**config.mk**
```make
export PLATFORM = sky130hd
export DESIGN_NAME = html_content_sniffer
export DESIGN_NICKNAME = d
export VERILOG_FILES = /design/src/hcs_pkg.sv /design/src/hcs_step.sv /design/src/html_content_sniffer.sv
export VERILOG_INCLUDE_DIRS = /design/src /design/src/src
export SDC_FILE = /design/constraint.sdc
export NUM_CORES = 1
export LEC_CHECK = 0
export BUFFER_PORTS_ARGS = -buffer_cell sky130_fd_sc_hd__buf_2
export CORE_UTILIZATION = 59
export CTS_CLUSTER_SIZE = 30
export DETAILED_ROUTE_END_ITERATION = 6
export PLACE_DENSITY = 0.8
export SYNTH_ARGS = -nofsm -noshare
export SYNTH_HDL_FRONTEND = slang
export SYNTH_SLANG_ARGS = --single-unit
```
**constraint.sdc**
```tcl
create_clock -name clock -period 2.3 [get_ports clock]
set_clock_uncertainty 0.1 [all_clocks]
set_input_delay 0.345 -clock clock [delete_from_list [all_inputs] [get_ports clock]]
set_output_delay 0.345 -clock clock [all_outputs]
set_load 0.05 [all_outputs]
```
**src/html_content_sniffer_assert.svh**
```systemverilog
// ----------------------------------------------------------------------------
// html_content_sniffer assertion macros
// Shorthands for clocked implication checks used at the end of the top level.
// ----------------------------------------------------------------------------
`ifndef HTML_CONTENT_SNIFFER_ASSERT_SVH
`define HTML_CONTENT_SNIFFER_ASSERT_SVH

// same-cycle implication
`define HCS_ASSERT_IMP(lbl, clk, rst, ante, cons) \
   lbl: assert property (@(posedge clk) disable iff (rst) (ante) |-> (cons)) \
      else $error("assertion failed: same-cycle implication");

// next-cycle implication
`define HCS_ASSERT_NXT(lbl, clk, rst, ante, cons) \
   lbl: assert property (@(posedge clk) disable iff (rst) (ante) |=> (cons)) \
      else $error("assertion failed: next-cycle implication");

`endif

```
**src/hcs_pkg.sv**
```systemverilog
// ----------------------------------------------------------------------------
// hcs_pkg
// Scan modes, character constants and scanner state type for the sniffer.
// ----------------------------------------------------------------------------
package hcs_pkg;

   localparam logic [2:0] MODE_NORMAL = 3'd0;
   localparam logic [2:0] MODE_TAG    = 3'd1;
   localparam logic [2:0] MODE_SKIP   = 3'd2;
   localparam logic [2:0] MODE_SLASH  = 3'd3;
   localparam logic [2:0] MODE_LINE   = 3'd4;
   localparam logic [2:0] MODE_BLOCK  = 3'd5;
   localparam logic [2:0] MODE_ESCAPE = 3'd6;
   localparam logic [2:0] MODE_STOP   = 3'd7;

   localparam logic [2:0] TAG_LEN = 3'd4;

   localparam logic [7:0] CH_NUL    = 8'h00;
   localparam logic [7:0] CH_LF     = 8'h0A;
   localparam logic [7:0] CH_CR     = 8'h0D;
   localparam logic [7:0] CH_SPACE  = 8'h20;
   localparam logic [7:0] CH_DQUOTE = 8'h22;
   localparam logic [7:0] CH_SQUOTE = 8'h27;
   localparam logic [7:0] CH_LPAREN = 8'h28;
   localparam logic [7:0] CH_STAR   = 8'h2A;
   localparam logic [7:0] CH_SLASH  = 8'h2F;
   localparam logic [7:0] CH_LT     = 8'h3C;
   localparam logic [7:0] CH_GT     = 8'h3E;
   localparam logic [7:0] CH_LBRACK = 8'h5B;
   localparam logic [7:0] CH_BSLASH = 8'h5C;
   localparam logic [7:0] CH_LBRACE = 8'h7B;
   localparam logic [7:0] CASE_BIT  = 8'h20;

   // upper-case letters of the tag name, indexed by match position
   localparam logic [7:0] TAG_UPPER [4] = '{8'h48, 8'h54, 8'h4D, 8'h4C};

   typedef struct packed {
      logic [2:0] scan_mode;
      logic [2:0] tag_match_pos;
      logic [7:0] closing_char;
      logic       star_seen;
      logic       html_found;
   } scan_state_type;

   localparam scan_state_type SCAN_RESET = '{
      scan_mode:     MODE_NORMAL,
      tag_match_pos: 3'd0,
      closing_char:  CH_NUL,
      star_seen:     1'b0,
      html_found:    1'b0
   };

endpackage

```
**src/hcs_step.sv**
```systemverilog
// ----------------------------------------------------------------------------
// hcs_step
// Combinational next-state logic of the scanner for one body byte.
// ----------------------------------------------------------------------------
module hcs_step (
   input  hcs_pkg::scan_state_type cur_state,
   input  logic [7:0]              text_byte,
   input  logic                    body_end,
   output hcs_pkg::scan_state_type nxt_state,
   output logic                    is_html
);

   hcs_pkg::scan_state_type upd;
   logic [7:0] tag_up;

   // dispatch of a nonzero byte in normal scanning
   function automatic hcs_pkg::scan_state_type normal_dispatch(
      input hcs_pkg::scan_state_type st,
      input logic [7:0]              b
   );
      hcs_pkg::scan_state_type r;
      r = st;
      case (b) inside
         hcs_pkg::CH_LT: begin
            r.scan_mode     = hcs_pkg::MODE_TAG;
            r.tag_match_pos = 3'd0;
         end
         hcs_pkg::CH_SQUOTE, hcs_pkg::CH_DQUOTE, hcs_pkg::CH_LPAREN,
         hcs_pkg::CH_LBRACK, hcs_pkg::CH_LBRACE: begin
            r.scan_mode    = hcs_pkg::MODE_SKIP;
            r.closing_char = b;
         end
         hcs_pkg::CH_SLASH:  r.scan_mode = hcs_pkg::MODE_SLASH;
         hcs_pkg::CH_BSLASH: r.scan_mode = hcs_pkg::MODE_ESCAPE;
         default: ;
      endcase
      return r;
   endfunction

   assign tag_up = hcs_pkg::TAG_UPPER[cur_state.tag_match_pos[1:0]];

   always_comb begin
      upd = cur_state;
      if (text_byte == hcs_pkg::CH_NUL) begin
         upd.scan_mode = hcs_pkg::MODE_STOP;
      end else begin
         case (cur_state.scan_mode)
            hcs_pkg::MODE_NORMAL: upd = normal_dispatch(cur_state, text_byte);
            hcs_pkg::MODE_TAG: begin
               if (cur_state.tag_match_pos < hcs_pkg::TAG_LEN) begin
                  if (text_byte == tag_up ||
                      text_byte == (tag_up | hcs_pkg::CASE_BIT)) begin
                     upd.tag_match_pos = cur_state.tag_match_pos + 3'd1;
                  end else if (text_byte == hcs_pkg::CH_GT) begin
                     upd.scan_mode = hcs_pkg::MODE_NORMAL;
                  end else begin
                     upd.scan_mode    = hcs_pkg::MODE_SKIP;
                     upd.closing_char = hcs_pkg::CH_GT;
                  end
               end else if (text_byte == hcs_pkg::CH_SPACE ||
                            text_byte == hcs_pkg::CH_GT ||
                            text_byte == hcs_pkg::CH_SLASH ||
                            text_byte == hcs_pkg::CH_LF) begin
                  upd.html_found = 1'b1;
                  upd.scan_mode  = hcs_pkg::MODE_STOP;
               end else begin
                  upd.scan_mode    = hcs_pkg::MODE_SKIP;
                  upd.closing_char = hcs_pkg::CH_GT;
               end
            end
            hcs_pkg::MODE_SKIP: begin
               if (text_byte == cur_state.closing_char) begin
                  upd.scan_mode = hcs_pkg::MODE_NORMAL;
               end
            end
            hcs_pkg::MODE_SLASH: begin
               if (text_byte == hcs_pkg::CH_SLASH) begin
                  upd.scan_mode = hcs_pkg::MODE_LINE;
               end else if (text_byte == hcs_pkg::CH_STAR) begin
                  upd.scan_mode = hcs_pkg::MODE_BLOCK;
                  upd.star_seen = 1'b1;
               end else begin
                  upd.scan_mode = hcs_pkg::MODE_NORMAL;
                  upd = normal_dispatch(upd, text_byte);
               end
            end
            hcs_pkg::MODE_LINE: begin
               if (text_byte == hcs_pkg::CH_LF || text_byte == hcs_pkg::CH_CR) begin
                  upd.scan_mode = hcs_pkg::MODE_NORMAL;
               end
            end
            hcs_pkg::MODE_BLOCK: begin
               // the opening star counts, so "/*/" closes at once
               if (cur_state.star_seen && text_byte == hcs_pkg::CH_SLASH) begin
                  upd.scan_mode = hcs_pkg::MODE_NORMAL;
                  upd.star_seen = 1'b0;
               end else begin
                  upd.star_seen = (text_byte == hcs_pkg::CH_STAR);
               end
            end
            hcs_pkg::MODE_ESCAPE: upd.scan_mode = hcs_pkg::MODE_NORMAL;
            default: ;
         endcase
      end
   end

   assign is_html   = upd.html_found;
   assign nxt_state = body_end ? hcs_pkg::SCAN_RESET : upd;

endmodule

```
**src/html_content_sniffer.sv**
```systemverilog
// ----------------------------------------------------------------------------
// html_content_sniffer
// Byte-serial HTML opening-tag detector with a registered result per body.
// ----------------------------------------------------------------------------
// The body's last byte is registered in the byte stage, and its result then in the result register.
// Throughput: one byte per cycle while the byte stage is not held; the scan state updates once per byte.
// A stalled result holds the byte stage only when that byte also ends a body.
// Reset: synchronous; clears the byte stage, the result register and the
// scanner state to normal scanning.
module html_content_sniffer (
   input  logic       clock,
   input  logic       reset,
   input  logic       req_valid,
   output logic       req_stall,
   input  logic [7:0] req_text_byte,
   input  logic       req_body_end,
   output logic       rsp_valid,
   input  logic       rsp_stall,
   output logic       rsp_is_html
);

   logic       in_valid_ff, in_valid_in;
   logic [7:0] in_byte_ff;
   logic       in_end_ff;
   logic       out_valid_ff, out_valid_in;
   logic       out_html_ff;
   logic       s1_go;
   logic       step_html;

   hcs_pkg::scan_state_type state_ff, state_in;

   hcs_step u_step (
      .cur_state (state_ff),
      .text_byte (in_byte_ff),
      .body_end  (in_end_ff),
      .nxt_state (state_in),
      .is_html   (step_html)
   );

   // the byte stage moves unless it ends a body while the result is stuck
   assign s1_go     = in_valid_ff && !(in_end_ff && out_valid_ff && rsp_stall);
   assign req_stall = in_valid_ff && !s1_go;

   assign in_valid_in  = (req_valid && !req_stall) || (in_valid_ff && !s1_go);
   assign out_valid_in = (s1_go && in_end_ff) || (out_valid_ff && rsp_stall);

   always_ff @(posedge clock) begin
      if (reset) begin
         in_valid_ff  <= 1'b0;
         out_valid_ff <= 1'b0;
         state_ff     <= hcs_pkg::SCAN_RESET;
      end else begin
         in_valid_ff  <= in_valid_in;
         out_valid_ff <= out_valid_in;
         if (s1_go) begin
            state_ff <= state_in;
         end
      end
   end

   always_ff @(posedge clock) begin
      if (req_valid && !req_stall) begin
         in_byte_ff <= req_text_byte;
         in_end_ff  <= req_body_end;
      end
      if (s1_go && in_end_ff) begin
         out_html_ff <= step_html;
      end
   end

   assign rsp_valid   = out_valid_ff;
   assign rsp_is_html = out_html_ff;

`include "html_content_sniffer_assert.svh"

   `HCS_ASSERT_IMP(a_stall_cause, clock, reset, req_stall, out_valid_ff && rsp_stall && in_end_ff)
   `HCS_ASSERT_NXT(a_end_clears, clock, reset, s1_go && in_end_ff, state_ff == hcs_pkg::SCAN_RESET)
   `HCS_ASSERT_NXT(a_end_result, clock, reset, s1_go && in_end_ff, rsp_valid)
   `HCS_ASSERT_IMP(a_found_stops, clock, reset, state_ff.html_found, state_ff.scan_mode == hcs_pkg::MODE_STOP)

endmodule

```
### Word level (Yosys, flattened, before mapping)

Index checks and enable logic that the tools add are counted.

| cells by class | value |
|---|---|
| equal/unequal tests | 36 |
| add/subtract/negate cells | 1 |
| reductions and logical operators | 28 |
| order comparisons | 2 |
| muxes and demuxes | 41 |
| bitwise logic cells | 1 |

Operators with widths:

| cell | number |
|---|---|
| $eq 8x6->1 const B | 8 |
| $mux 8 | 8 |
| $mux 3 | 19 |
| $pmux 11 s3 | 1 |
| $mux 13 | 2 |
| $eq 8x7->1 const B | 3 |
| $eq 8x8->1 | 3 |
| $pmux 3 s7 | 1 |
| $bmux 8 s2 | 1 |
| $eq 8x4->1 const B | 2 |
| $mux 16 | 1 |
| $reduce_and 7->1 | 2 |
| $ne 4x2->1 const B | 3 |
| $mux 11 | 1 |
| $eq 3x3->1 const B | 3 |
| $ne 3x2->1 const B | 3 |
| $reduce_bool 9->1 | 1 |
| $logic_and 1x1->1 | 8 |
| $logic_not 8->1 | 1 |
| $ne 4x4->1 const B | 2 |
| $reduce_and 8->1 | 1 |
| $logic_or 1x1->1 | 7 |
| $ne 7x3->1 const B | 1 |
| $eq 3x2->1 const B | 2 |
| other kinds (18) | 25 |

| storage, ports and cells | value |
|---|---|
| output and inout port bits | 3 |
| input port bits | 13 |
| register bits | 28 |

### Logic depth before layout (Yosys ltp)

Gate-level depths: netlist of run 1.

| depth | value |
|---|---|
| depth after elaboration | 11 |
| mapped depth | 8 |
| depth with buffers taken out | 8 |

### Hierarchy

From an unflattened synthesis of run 1, not the netlist that was laid out.

| unflattened totals | value |
|---|---|
| cell total of the unflattened synthesis | 258 |
| area total of the unflattened synthesis | 2188.3 um^2 |

Modules (own cells, without submodules):

| module | area each (um^2) | seq. area each (um^2) | cells an instance | times used |
|---|---|---|---|---|
| html_content_sniffer | 1113.6 | 660.6 | 91 | 1 |
| hcs_step | 1074.8 | 0.0 | 167 | 1 |

### Worst setup path after synthesis of run 1

No wires, ideal clock.

| timing | value |
|---|---|
| path kind | register -> register |
| from | register out_valid_ff, in the netlist rsp_valid |
| to | register in_byte_ff[0], enable pin |
| arrival time | 1.852 ns |
| library setup time | 0.339 ns |
| stages on the path, launching flop included | 4 |
| period minus slack after synthesis | 2.290 ns |
| path buffers | 0 |
| slack | 0.010 ns |
| cells stage by stage | dfxtp_1 nand2_1 nor2_1 nor2b_1 |

| between the ends | value |
|---|---|
| longest elaborated chain between the ends | 8 |

Ends and longest elaborated chain:

| item | line | RTL |
|---|---|---|
| from (decl) | html_content_sniffer.sv:25 | `logic out_valid_ff, out_valid_in;` |
| from (signal assigned) | html_content_sniffer.sv:54 | `out_valid_ff <= out_valid_in;` |
| $logic_and 1x1->1 (2 in a row) | html_content_sniffer.sv:41 | `assign s1_go = in_valid_ff && !(in_end_ff && out_valid_ff && rsp_stall);` |
| $logic_not 1->1 | html_content_sniffer.sv:41 |  |
| $logic_and 1x1->1 | html_content_sniffer.sv:41 |  |
| $logic_not 1->1 | html_content_sniffer.sv:42 | `assign req_stall = in_valid_ff && !s1_go;` |
| $logic_and 1x1->1 | html_content_sniffer.sv:42 |  |
| net req_stall | html_content_sniffer.sv:14 | `output logic req_stall,` |
| $logic_not 1->1 | html_content_sniffer.sv:62 | `if (req_valid && !req_stall) begin` |
| $logic_and 1x1->1 | html_content_sniffer.sv:62 |  |
| to (signal assigned) | html_content_sniffer.sv:63 | `in_byte_ff <= req_text_byte;` |
| to (decl) | html_content_sniffer.sv:23 | `logic [7:0] in_byte_ff;` |

The timed path passes the listed nets, and every way through them passes these cells.
A chain may end at the register's enable or synchronous reset.

### Worst setup path in the final report of run 1

| timing | value |
|---|---|
| from | register in_byte_ff[4] |
| to | register state_ff[14] (netlist bit) |

| between the ends | value |
|---|---|
| longest elaborated chain between the ends | 9 |

Ends and longest elaborated chain:

| item | line | RTL |
|---|---|---|
| $eq 8x6->1 / $eq 8x7->1 (equally long branches) | hcs_step.sv:48, hcs_step.sv:84 |  |
| $reduce_or 5->1 / $mux 3 (equally long branches) | hcs_step.sv:23 | `case (b) inside` |
| $mux 3 (2 in a row) | hcs_step.sv:23 |  |
| $mux 3 | hcs_step.sv:79 | `end else if (text_byte == hcs_pkg::CH_STAR) begin` |
| $mux 3 | hcs_step.sv:77 | `if (text_byte == hcs_pkg::CH_SLASH) begin` |
| $pmux 3 s7 | hcs_step.sv:47 | `case (cur_state.scan_mode)` |
| $mux 3 | hcs_step.sv:44 | `if (text_byte == hcs_pkg::CH_NUL) begin` |
| $mux 16 | hcs_step.sv:108 | `assign nxt_state = body_end ? hcs_pkg::SCAN_RESET : upd;` |
| to (signal assigned) | html_content_sniffer.sv:51 | `state_ff <= hcs_pkg::SCAN_RESET;` |
| to (signal assigned) | html_content_sniffer.sv:56 | `state_ff <= state_in;` |
| to (decl) | html_content_sniffer.sv:30 | `hcs_pkg::scan_state_type state_ff, state_in;` |

Parallel ways exist; a longest one is shown, timed or not. The select of a mux whose other input is x is not followed.

==> summary.md, run 1 <==
| Metric | Value |
|---|---|
| Yosys warnings | 0 |
| Unrepaired setup endpoints after global routing | yes |
| Seq/Total Area, Yosys | about 35% |
| Clock Path Buffers | 2 |
| CTS buffer count | 3 |
| Port bufs | 15 |
| H-tree depth | 1 |
| Via count | 1951 |
| CP endpoint kind | flop |
| Leakage power | 0.0008984 uW |
| RR Endpoint | state_ff[14] |
| Final hold vios | 0 |
| Maximum vdd drop | 0.0004354 V |
| Clock power share | 29.3% |
| Floorplan row count | 20 |
| Largest net degree at the start of global routing | 21 |
| Hold_buf cts | 0 |
| CTS Root Cell | clkbuf_4 |
| HP Start | req_text_byte[0] |
| # diodes | 0 |
| DP Wirelength | 3641 um |
| Die Wd | 58.93 um |
| Antenna-violating nets left | 0 |
| GP Congestion | 0.9817 |
| Final worst slack | -36.83 ps |
| Fin. max-slew vios | 0 |
| Combinational Power Share | between 20% and 30% |
| CTS tree | yes |
| Final setup violating endpoints | 2 |
| Die Area | 0.003472 mm^2 |
| Reg power frac | around half |
| First-pass GRT wire length | 7852 um |
| Die height | 58.93 um |
| Sw frac | about 28% |
| Area delta synth->final | 21.40% |
| Violated checks | setup timing |
| Net Count, Synth | 230 |
| Fin nets | 269 |
| Top cell type by total area after synthesis | dfxtp_1 |
| Hold Path Cell Cnt | 1 |
| Pre-CTS worst setup slack | -18.54 ps |
| Crit-path max FO | 5 |
| Overall routing resource usage | 29.86% |
| DR vias/cell | roughly 6.6 |
| Drt drc | 0 |
| Most common cell in the netlist | a21oi_1 |
| R2r setup slk | -40 ps |
| Hold/Removal Path Class | in -> reg |
| Internal Pwr Total | between 800 and 900 uW |
| Status | finished with violations |
| Post-synth ARST share | 0% |
| Largest cells by area after synthesis | dfxtp_1, edfxtp_1, a21oi_1 |
| CTS Sinks | 28 |
| Core area | 0.003053 mm^2 |
| Drt pass-1 iters | 5 |
| GR Overflow Total | 0 |
| Final critical-path share of the clock period | 101.6% |
| Crit path kind | reg -> reg |
| Final WL | 5546 um |
| Worst Max-Slew Pin Slew | about 460 ps |
| Post-synthesis cell type count | slightly above 60 |
| I/O Pins | 16 |
| Worst path required time | roughly 2500 ps |
| Post-Synthesis Cells | 213 |
| Synth cell count leaders | a21oi_1, dfxtp_1, nor2_1 |
| Worst Hold Path EP | in_byte_ff[0] |
| Number of synthesized flops with an enable pin | 10 |
| Antenna violations before repair | 0 |
| MaxCap Viol Count | 0 |
| Post-synth top flop | dfxtp_1 |
| Worst skew pair latency | 340 ps |
| CP Data Arrival Time | 2520 ps |
| Starting Density | around 63% |
| Proportion of layout cells with a drive suffix above 1 | 30.28% |
| Pwr per Cell Area | 489.5 mW/mm^2 |
| Tmin final | 2337 ps |
| Setup crit start kind | flop |
| Post-Syn Area | 0.001912 mm^2 |
| Synth top area share | 18.85% |
| Worst-path clk slew | 150 ps |
| Final setup TNS | -54.08 ps |
| Synth Area per Inst | 8.976 um^2 |
| Vias in the first global route | 1747 |
| FMAX | 427.9 MHz |
| Net Sw Power | around 320 uW |
| Reg2reg path depth | 7 |
| R2R Path Start | in_byte_ff[4] |
| Worst rel slew slack | slightly below 70% |
| Initial drt markers | between 150 and 200 |
| Synthesis-stage register bit count | 28 |
| WL per Instance | 18.80 um |
==> state kept, by name, indices dropped and copies added, names as in the netlist <==
signal,flops
state_ff,16
in_byte_ff,8
rsp_valid,1
in_valid_ff,1
rsp_is_html,1
in_end_ff,1
==> worst max-delay path, stage by stage, from the launching register on <==
cell and delay [ps]:
edfxtp_1 510, buf_4 190, xor2_1 160, nor4_1 390, nand2_1 150, a22o_1 300
o41ai_4 270, mux2i_1 210
==> through the flow <==
| stage | instances | cell area (um^2) | power [uW] | utilization, % | hold slack [ps] |
|---|---|---|---|---|---|
| 2_1_floorplan | 213 | 1912 | 713.2 | - | 343.9 |
| 3_3_place_gp | 281 | 2137 | 770.0 | 70.00 | 378.3 |
| 6_report | 295 | 2321 | 1136 | 76.02 | 68.73 |
| 4_1_cts | 285 | 2195 | 1103 | 71.89 | 65.65 |
| 5_1_grt | 295 | 2321 | 1170 | 76.02 | 51.10 |
| 3_5_place_dp | 281 | 2137 | 777.8 | 70.00 | 384.7 |
==> worst max-delay path by stage <==
| stage | start | end | cells after the start | slack [ps] |
|---|---|---|---|---|
| detailed placement | in_byte_ff[5] | state_ff[4] | 7 | -20 |
| global placement | in_byte_ff[2] | state_ff[14] | 7 | 130 |
| floorplan | rsp_valid | in_byte_ff[0] | 3 | 10 |
| global route | in_byte_ff[6] | state_ff[14] | 7 | -220 |
| CTS | in_byte_ff[0] | state_ff[7] | 7 | 40 |
| finish | in_byte_ff[4] | state_ff[14] | 7 | -40 |
==> metal layers <==
layer	up-vias	track usage [%]	wire length, um
met5	-	0	0
met4	0	16.33	312
met3	46	5.055	390
met2	138	51.46	2694
met1	888	35.18	2149
li1	879	-	-
==> placed cells by master (no fill, tap or decap), types with 3 or more instances in the layout <==
master	instances
buf_4	28
a21oi_1	20
nor2_1	17
dfxtp_1	17
buf_2	16
nand2_1	12
xor2_1	10
edfxtp_1	10
nand3_1	7
nand2b_1	7
o21ai_0	6
a31oi_1	5
inv_1	5
nor3_1	4
o21ai_1	4
a211oi_2	4
ha_1	4
nor4_1	3
nor3b_1	3
nand4_1	3
and3_1	3
mux2i_1	3
clkbuf_4	3
==> final cells by class <==
| cell class | count | area (um^2) |
|---|---|---|
| multi-input cells | 167 | 1216 |
| fillers | 221 | 732.0 |
| flip-flops and latches | 28 | 661.9 |
| repair buffers | 46 | 312.8 |
| well taps | 44 | 55.05 |
| clock inverters | 1 | 30.03 |
| clock buffers | 3 | 22.52 |
| inverters | 6 | 22.52 |
==> repair_timing <==
item	CTS	global route
pin swaps	0	2
setup endpoints to repair	4	10
setup buffers	0	9
gates resized for setup	1	11
hold endpoints to repair	0	0
gates cloned	0	1
==> power by group through the flow <==
stage	sequential (uW)	combinational (uW)	clock, uW
floorplan	564	149	0
global placement	567	203	0
detailed placement	568	210	0
CTS	557	211	335
global route	559	261	350
finish	558	245	333
==> kinds of logic after synthesis <==
group           count (synthesis)  synth area share (%)
fa+ha+maj                       4                 2.618
flops                          28                 34.56
buf+inv                        18                 4.450
simple gates                   82                 25.98
mux                             3                 1.571
compound gates                 66                 25.33
xor+xnor                       12                 5.497
No activity file was read; power rests on OpenSTA's default activity.
==> run 2, diff against run 1 <==
--- a/config.mk
+++ b/config.mk
@@ -7,10 +7,10 @@
 export NUM_CORES = 1
 export LEC_CHECK = 0
 export BUFFER_PORTS_ARGS = -buffer_cell sky130_fd_sc_hd__buf_2
-export CORE_UTILIZATION = 59
+export CORE_UTILIZATION = 54
 export CTS_CLUSTER_SIZE = 30
 export DETAILED_ROUTE_END_ITERATION = 6
-export PLACE_DENSITY = 0.8
+export PLACE_DENSITY = 0.77
 export SYNTH_ARGS = -nofsm -noshare
 export SYNTH_HDL_FRONTEND = slang
 export SYNTH_SLANG_ARGS = --single-unit
==> constraint.sdc (replaced) <==
create_clock -name clock -period 2.01 [get_ports clock]
set_clock_uncertainty 0.1 [all_clocks]
set_input_delay 0.3015 -clock clock [delete_from_list [all_inputs] [get_ports clock]]
set_output_delay 0.3015 -clock clock [all_outputs]
set_load 0.05 [all_outputs]
==> run 2 against run 1 <==
Effect of this change:
- the run still ends with setup timing left
- maximum frequency grew 8.0%
- via count shrank 4.3%
- final cell count grew 7.1%
- highest routed layer unchanged
- utilization grew 0.46 points
- final area grew 11%
- non-clock buffer count grew 19
- combinational power grew 28%
- routed wire length shrank 6.0%
- die area grew 8.9%
- first-iteration DRC count shrank 3.4%
- sequential share of layout area shrank 2.8 points
- hold slack lost 34 ps
==> summary.md, run 2 (synthesis gave the netlist of run 1 again) <==
| Metric | Value |
|---|---|
| Status | finished with violations |
| Violated checks | setup timing |
| Max FFs per register | 16 (unchanged) |
| Worst path cell trace | and4b_4 -> or4b_4 -> nand4_2 -> nor2_2 -> o41ai_4 -> mux2i_1 |
| Biggest register | state_ff |
| Worst Max-Slew Pin Slew | 404.8 ps (-50.71 ps) |
| Met2 Use GR | 51.15% (-0.31 points) |
| I/O Pins | 16 (unchanged) |
| Final WL | 5212 um (-6.0%) |
| Largest net degree at the start of global routing | 21 (unchanged) |
| R2r setup slk | -150 ps (-120 ps) |
| Worst Hold Path EP | in_byte_ff[7] |
| Drt drc | 0 (unchanged) |
| Hold Path Cell Cnt | 1 (unchanged) |
| Tmin final | 2165 ps (-172.3 ps) |
| Final setup TNS | -1044 ps (-990.3 ps) |
| Die height | 61.50 um (+4.4%) |
| Area delta synth->final | 34.56% |
| Reg2reg path depth | 6 (-1) |
| Most Used Layer, Global Route | met2 |
| Fin nets | 288 (+7.1%) |
| Overall routing resource usage | 28.64% (-1.2 points) |
| Commonest non-fill, non-tap cell in the layout | buf_4 |
| Worst-path clk slew | 180 ps (+30 ps) |
| HP Start | req_text_byte[7] |
| MaxCap Viol Count | 0 (unchanged) |
| CTS Sinks | 28 (unchanged) |
| Worst skew pair latency | 350 ps (about the same) |
| Drt pass-1 iters | 7 (+2) |
| CTS tree | yes |
| CTS buffer count | 3 (unchanged) |
| Antenna-violating nets left | 0 (unchanged) |
| Pre-CTS worst setup slack | -176.1 ps (-157.6 ps) |
| FMAX | 462.0 MHz (+8.0%) |
| Worst path required time | 2210 ps (-270 ps) |
| First-pass GRT wire length | 7852 um (unchanged) |
| Crit path kind | reg -> reg |
| Overall power | 1339 uW (+18%) |
| Floorplan row count | 21 (+5.0%) |
| CP endpoint kind | flop |
| Met1 Use GR | 34.11% (-1.1 points) |
| Most frequent cells in the layout | buf_4, dfxtp_1, nor2_1 |
| Via count | 1868 (-4.3%) |
| RR Endpoint | state_ff[14] |
| Final critical-path share of the clock period | 107.7% (+6.1 points) |
| # diodes | 0 (unchanged) |
| Critical path's largest stage delay | 500 ps (about the same) |
| CP Data Arrival Time | 2360 ps (-160 ps) |
| Leakage power | 0.001017 uW (+13%) |
| CTS Root Cell | clkbuf_4 |
| Filler Cell Count | 240 (+8.6%) |
| R2R Path Start | in_byte_ff[0] |
| Die Wd | 61.50 um (+4.4%) |
| Worst path slowest cell | edfxtp_1 |
| Starting Density | 56.85% (-5.8 points) |
| Port bufs | 15 (unchanged) |
| GR Layer Usage met3 | 5.042% (-0.013 points) |
| Unrepaired setup endpoints after global routing | yes |
| GP Congestion | 0.9292 (-5.3%) |
| H-tree depth | 1 (unchanged) |
| Final hold vios | 0 (unchanged) |
| WL per Instance | 16.49 um (-12%) |
| Core area | 0.003363 mm^2 (+10%) |
| Antenna violations before repair | 0 (unchanged) |
| Initial drt markers | 170 (-3.4%) |
| Setup crit start kind | flop |
| Worst hold margin | 34.59 ps (-34.14 ps) |
| DR vias/cell | 5.911 (-11%) |
| Proportion of layout cells with a drive suffix above 1 | 41.48% (+11 points) |
| Crit-path max FO | 4 (-1) |
| Maximum vdd drop | 0.0004211 V (-3.3%) |
| Clock Path Buffers | 2 (unchanged) |
| Fin. max-slew vios | 0 (unchanged) |
| Final setup violating endpoints | 12 (+10) |
| Hold/Removal Path Class | in -> reg |
| Top flop regs | state_ff: 16 flops, in_byte_ff: 8 flops |
| Die Area | 0.003782 mm^2 (+8.9%) |
| Worst rel slew slack | 73.01% (+3.6 points) |
| Pwr per Cell Area | 520.4 mW/mm^2 (+6.3%) |
| Vias in the first global route | 1723 (-1.4%) |
| DP Wirelength | 3747 um (+2.9%) |
| GR Overflow Total | 0 (unchanged) |
| Final worst slack | -154.6 ps (-117.7 ps) |
## run 2: critical path: cells and delay by family (launching register included)
kind	cells	cell delay (ps)
compound gates	1	260
simple gates	4	1060
mux	1	210
flops	1	500
## run 2: stage by stage
step | cell area, um^2 | std cells | util (%)
2_1_floorplan | 1923 | 213 | -
5_1_grt | 2572 | 316 | 76.49
3_5_place_dp | 2301 | 303 | 68.42
6_report | 2572 | 316 | 76.49
4_1_cts | 2487 | 315 | 73.96
3_3_place_gp | 2301 | 303 | 68.42
## run 2: worst max path at each step
stage	endpoint	from	slack [ps]
after floorplan	state_ff[14]	in_byte_ff[6]	-0.2
after global placement	state_ff[14]	in_byte_ff[6]	-90
after detailed placement	state_ff[15]	in_byte_ff[6]	-180
after CTS	state_ff[15]	in_byte_ff[7]	-170
after global routing	state_ff[15]	in_byte_ff[7]	-270
final	state_ff[14]	in_byte_ff[0]	-150
## run 2: power by group
part,internal (uW),total [uW],switching [uW]
Sequential,613,641,28.5
Combinational,150,313,162
Clock,202,385,183
## run 2: routing by layer
layer / vias up / part of all wire [%] / wire, um
met5: - / 0 / 0
met4: 0 / 2.5 / 129
met3: 14 / 4.3 / 226
met2: 65 / 51 / 2657
met1: 875 / 42 / 2198
li1: 914 / - / -
## run 2: timing repair
| action | in CTS | in global routing |
|---|---|---|
| hold endpoints to repair | 0 | 0 |
| resized for setup | 16 | 19 |
| setup endpoints to repair | 14 | 17 |
| pin swaps | 8 | 22 |
| buffers inserted | 9 | 1 |
| hold buffers | 0 | 0 |
## run 2: layout make-up
class	count	area, um^2	area share [%]
Multi-Input combinational cell	167	1291	50.19
Sequential cell	28	661.9	25.73
Timing Repair Buffer	65	486.7	18.92
Tap cell	46	57.56	2.237
Clock inverter	1	30.03	1.167
Clock buffer	3	22.52	0.8755
Inverter	6	22.52	0.8755
==> run 3, diff against run 2 <==
--- a/config.mk
+++ b/config.mk
@@ -7,10 +7,12 @@
 export NUM_CORES = 1
 export LEC_CHECK = 0
 export BUFFER_PORTS_ARGS = -buffer_cell sky130_fd_sc_hd__buf_2
-export CORE_UTILIZATION = 54
+export CELL_PAD_IN_SITES_DETAIL_PLACEMENT = 1
+export CELL_PAD_IN_SITES_GLOBAL_PLACEMENT = 2
+export CORE_UTILIZATION = 33
 export CTS_CLUSTER_SIZE = 30
 export DETAILED_ROUTE_END_ITERATION = 6
-export PLACE_DENSITY = 0.77
+export PLACE_DENSITY = 0.76
 export SYNTH_ARGS = -nofsm -noshare
 export SYNTH_HDL_FRONTEND = slang
 export SYNTH_SLANG_ARGS = --single-unit
==> run 3 against run 2 <==
Effect of this change:
- the flow still finishes with violations (setup timing)
- die area grew 61%
- power decreased by 3.7%
- flip-flop and latch count is the same
- critical path depth unchanged
- critical path type unchanged
- largest power group unchanged
==> summary.md, run 3 (synthesis gave the netlist of run 1 again) <==
| Metric | Value |
|---|---|
| Status | finished with violations |
| Violated checks | setup timing |
| Final hold vios | 0 (unchanged) |
| Max FFs per register | 16 (unchanged) |
| Tmin final | 2249 ps (+84.85 ps) |
| Via count | 1873 (+0.27%) |
| Floorplan row count | 27 (+29%) |
| CTS Root Cell | clkbuf_8 |
| GP Congestion | 0.8054 (-13%) |
| Die Area | 0.006102 mm^2 (+61%) |
| Unrepaired setup endpoints after global routing | yes |
| MaxCap Viol Count | 0 (unchanged) |
| Crit-path max FO | 8 (+4) |
| Largest net degree at the start of global routing | 21 (unchanged) |
| Worst path slowest cell | nor4_2 |
| Reg area | 661.9 um^2 (unchanged) |
| Die height | 78.12 um (+27%) |
| I/O Pins | 16 (unchanged) |
| DP Wirelength | 4613 um (+23%) |
| Multi-input gate area | 0.001245 mm^2 (-3.6%) |
| Most frequent cells in the layout | buf_4, a21oi_1, dfxtp_1 |
| Placed cell count | 335 (+11%) |
| Area delta synth->final | 34.10% |
| Drt drc | 0 (unchanged) |
| Vias in the first global route | 1964 (+14%) |
| Final Instance Count excl. Fillers | 347 (+9.8%) |
| First-pass GRT wire length | 10140 um (+29%) |
| Proportion of layout cells with a drive suffix above 1 | 38.55% (-2.9 points) |
| H-tree depth | 1 (unchanged) |
| Port bufs | 15 (unchanged) |
| HP Start | req_text_byte[7] |
| Crit path kind | reg -> reg |
| Worst setup path start | in_byte_ff[3] |
| Worst skew pair latency | 290 ps (-60 ps) |
| GR Overflow Total | 0 (unchanged) |
| CTS tree | yes |
| CTS buffer count | 3 (unchanged) |
| Final worst slack | -239.4 ps (-84.85 ps) |
| Worst Max-Slew Pin Slew | 623.0 ps (+218.1 ps) |
| Core area | 0.005540 mm^2 (+65%) |
| Starting Density | 34.51% (-22 points) |
| Initial drt markers | 67 (-61%) |
| Hold_buf cts | 0 (unchanged) |
| CP Data Arrival Time | 2360 ps (about the same) |
| Layout Utilization | 46.27% (-30 points) |
| Final critical-path share of the clock period | 111.9% (+4.2 points) |
| Commonest non-fill, non-tap cell in the layout | buf_4 |
| Overall routing resource usage | 21.70% (-6.9 points) |
| Drt pass-1 iters | 4 (-3) |
| Filler Cell Count | 673 (+180%) |
| Clock Path Buffers | 2 (unchanged) |
| Critical path's largest stage delay | 580 ps (+80 ps) |
| Hold/Removal Path Class | in -> reg |
| FMAX | 444.6 MHz (-3.8%) |
| Worst-path clk slew | 110 ps (-70 ps) |
| # diodes | 0 (unchanged) |
| Leakage power | 0.001023 uW (+0.58%) |
| Worst rel slew slack | 58.12% (-15 points) |
| Antenna violations before repair | 0 (unchanged) |
| CTS Sinks | 28 (unchanged) |
| Pre-CTS worst setup slack | -389.6 ps (-213.5 ps) |
| R2R Path Start | in_byte_ff[3] |
| Pwr per Cell Area | 503.0 mW/mm^2 (-3.3%) |
| Die Wd | 78.12 um (+27%) |
| Fin nets | 293 (+1.7%) |
| Biggest register | state_ff |
| Final WL | 6197 um (+19%) |
| Final setup violating endpoints | 17 (+5) |
| Top flop regs | state_ff: 16 flops, in_byte_ff: 8 flops |
| Worst path required time | 2130 ps (-80 ps) |
| Antenna-violating nets left | 0 (unchanged) |
| Maximum vdd drop | 0.0002921 V (-31%) |
| CP endpoint kind | flop |
| DR vias/cell | 5.398 (-8.7%) |
| WL per Instance | 17.86 um (+8.3%) |
| Setup crit start kind | flop |
| Worst path cell trace | nor4_2 -> a22oi_2 -> a21boi_2 -> o31a_1 -> nor2_4 -> a211oi_2 |
| Fin. max-slew vios | 0 (unchanged) |
run 3: cell count changes in the layout (fill, tap and decap cells not counted), moves of 4 or more:
cell / delta
a21oi_2: -6
clkbuf_4: -4
buf_6: -6
buf_4: +11
a21oi_1: +6
run 3: final timing paths:
path                         to  slack, ps  depth (start not counted)
setup / recovery    state_ff[5]       -240                          6
hold / removal    in_byte_ff[7]         80                          1
hold reg to reg     state_ff[9]        390                          1
setup reg to reg    state_ff[5]       -240                          6
run 3: critical path: cells and delay by family (launching register included):
family / cells / cell delay [ps]
AND/OR/NAND/NOR: 2 / 680
flip-flops: 1 / 520
AO/OA/AOI/OAI: 4 / 880
run 3: final cells by class:
type	instances	area share, %
clock buffer	3	1.611
clock inverter	1	0.1464
sequential	28	25.82
multi-input combinational	167	48.56
inverter	6	0.8785
timing repair buffer	70	19.47
tap	72	3.514
run 3: per-stage QoR:
step	cell area (um^2)	hold WS (ps)	TNS (ps)	total power (uW)
finish	2564	80.32	-3048	1290
global route	2564	70.31	-5254	1351
CTS	2530	78.88	-1700	1292
detailed placement	2379	380.6	-4257	936.6
global placement	2379	378.1	-2767	933.2
floorplan	1923	300.4	-0.1849	817.9
run 3: repair_timing:
item	in CTS	in global routing
pin swaps	4	4
resized for setup	13	4
buffers inserted	5	3
cloned	0	0
setup endpoints to repair	17	17
run 3: layer usage:
| metal | vias up | GRT usage, % | routed length [um] | share of wire [%] |
|---|---|---|---|---|
| li1 | 923 | - | - | - |
| met1 | 913 | 27.77 | 2812 | 45 |
| met2 | 26 | 38.95 | 3174 | 51 |
| met3 | 11 | 2.209 | 126 | 2.0 |
| met4 | 0 | 5.000 | 85 | 1.4 |
| met5 | - | 0 | 0 | 0 |
run 3: power breakdown:
part | switching (uW) | internal (uW) | leakage, uW | total, uW
sequential | 28.3 | 612 | 0.000244 | 640
combinational | 166 | 146 | 0.000756 | 312
clock | 199 | 138 | 0.0000231 | 337
total | 393 | 897 | 0.00102 | 1290
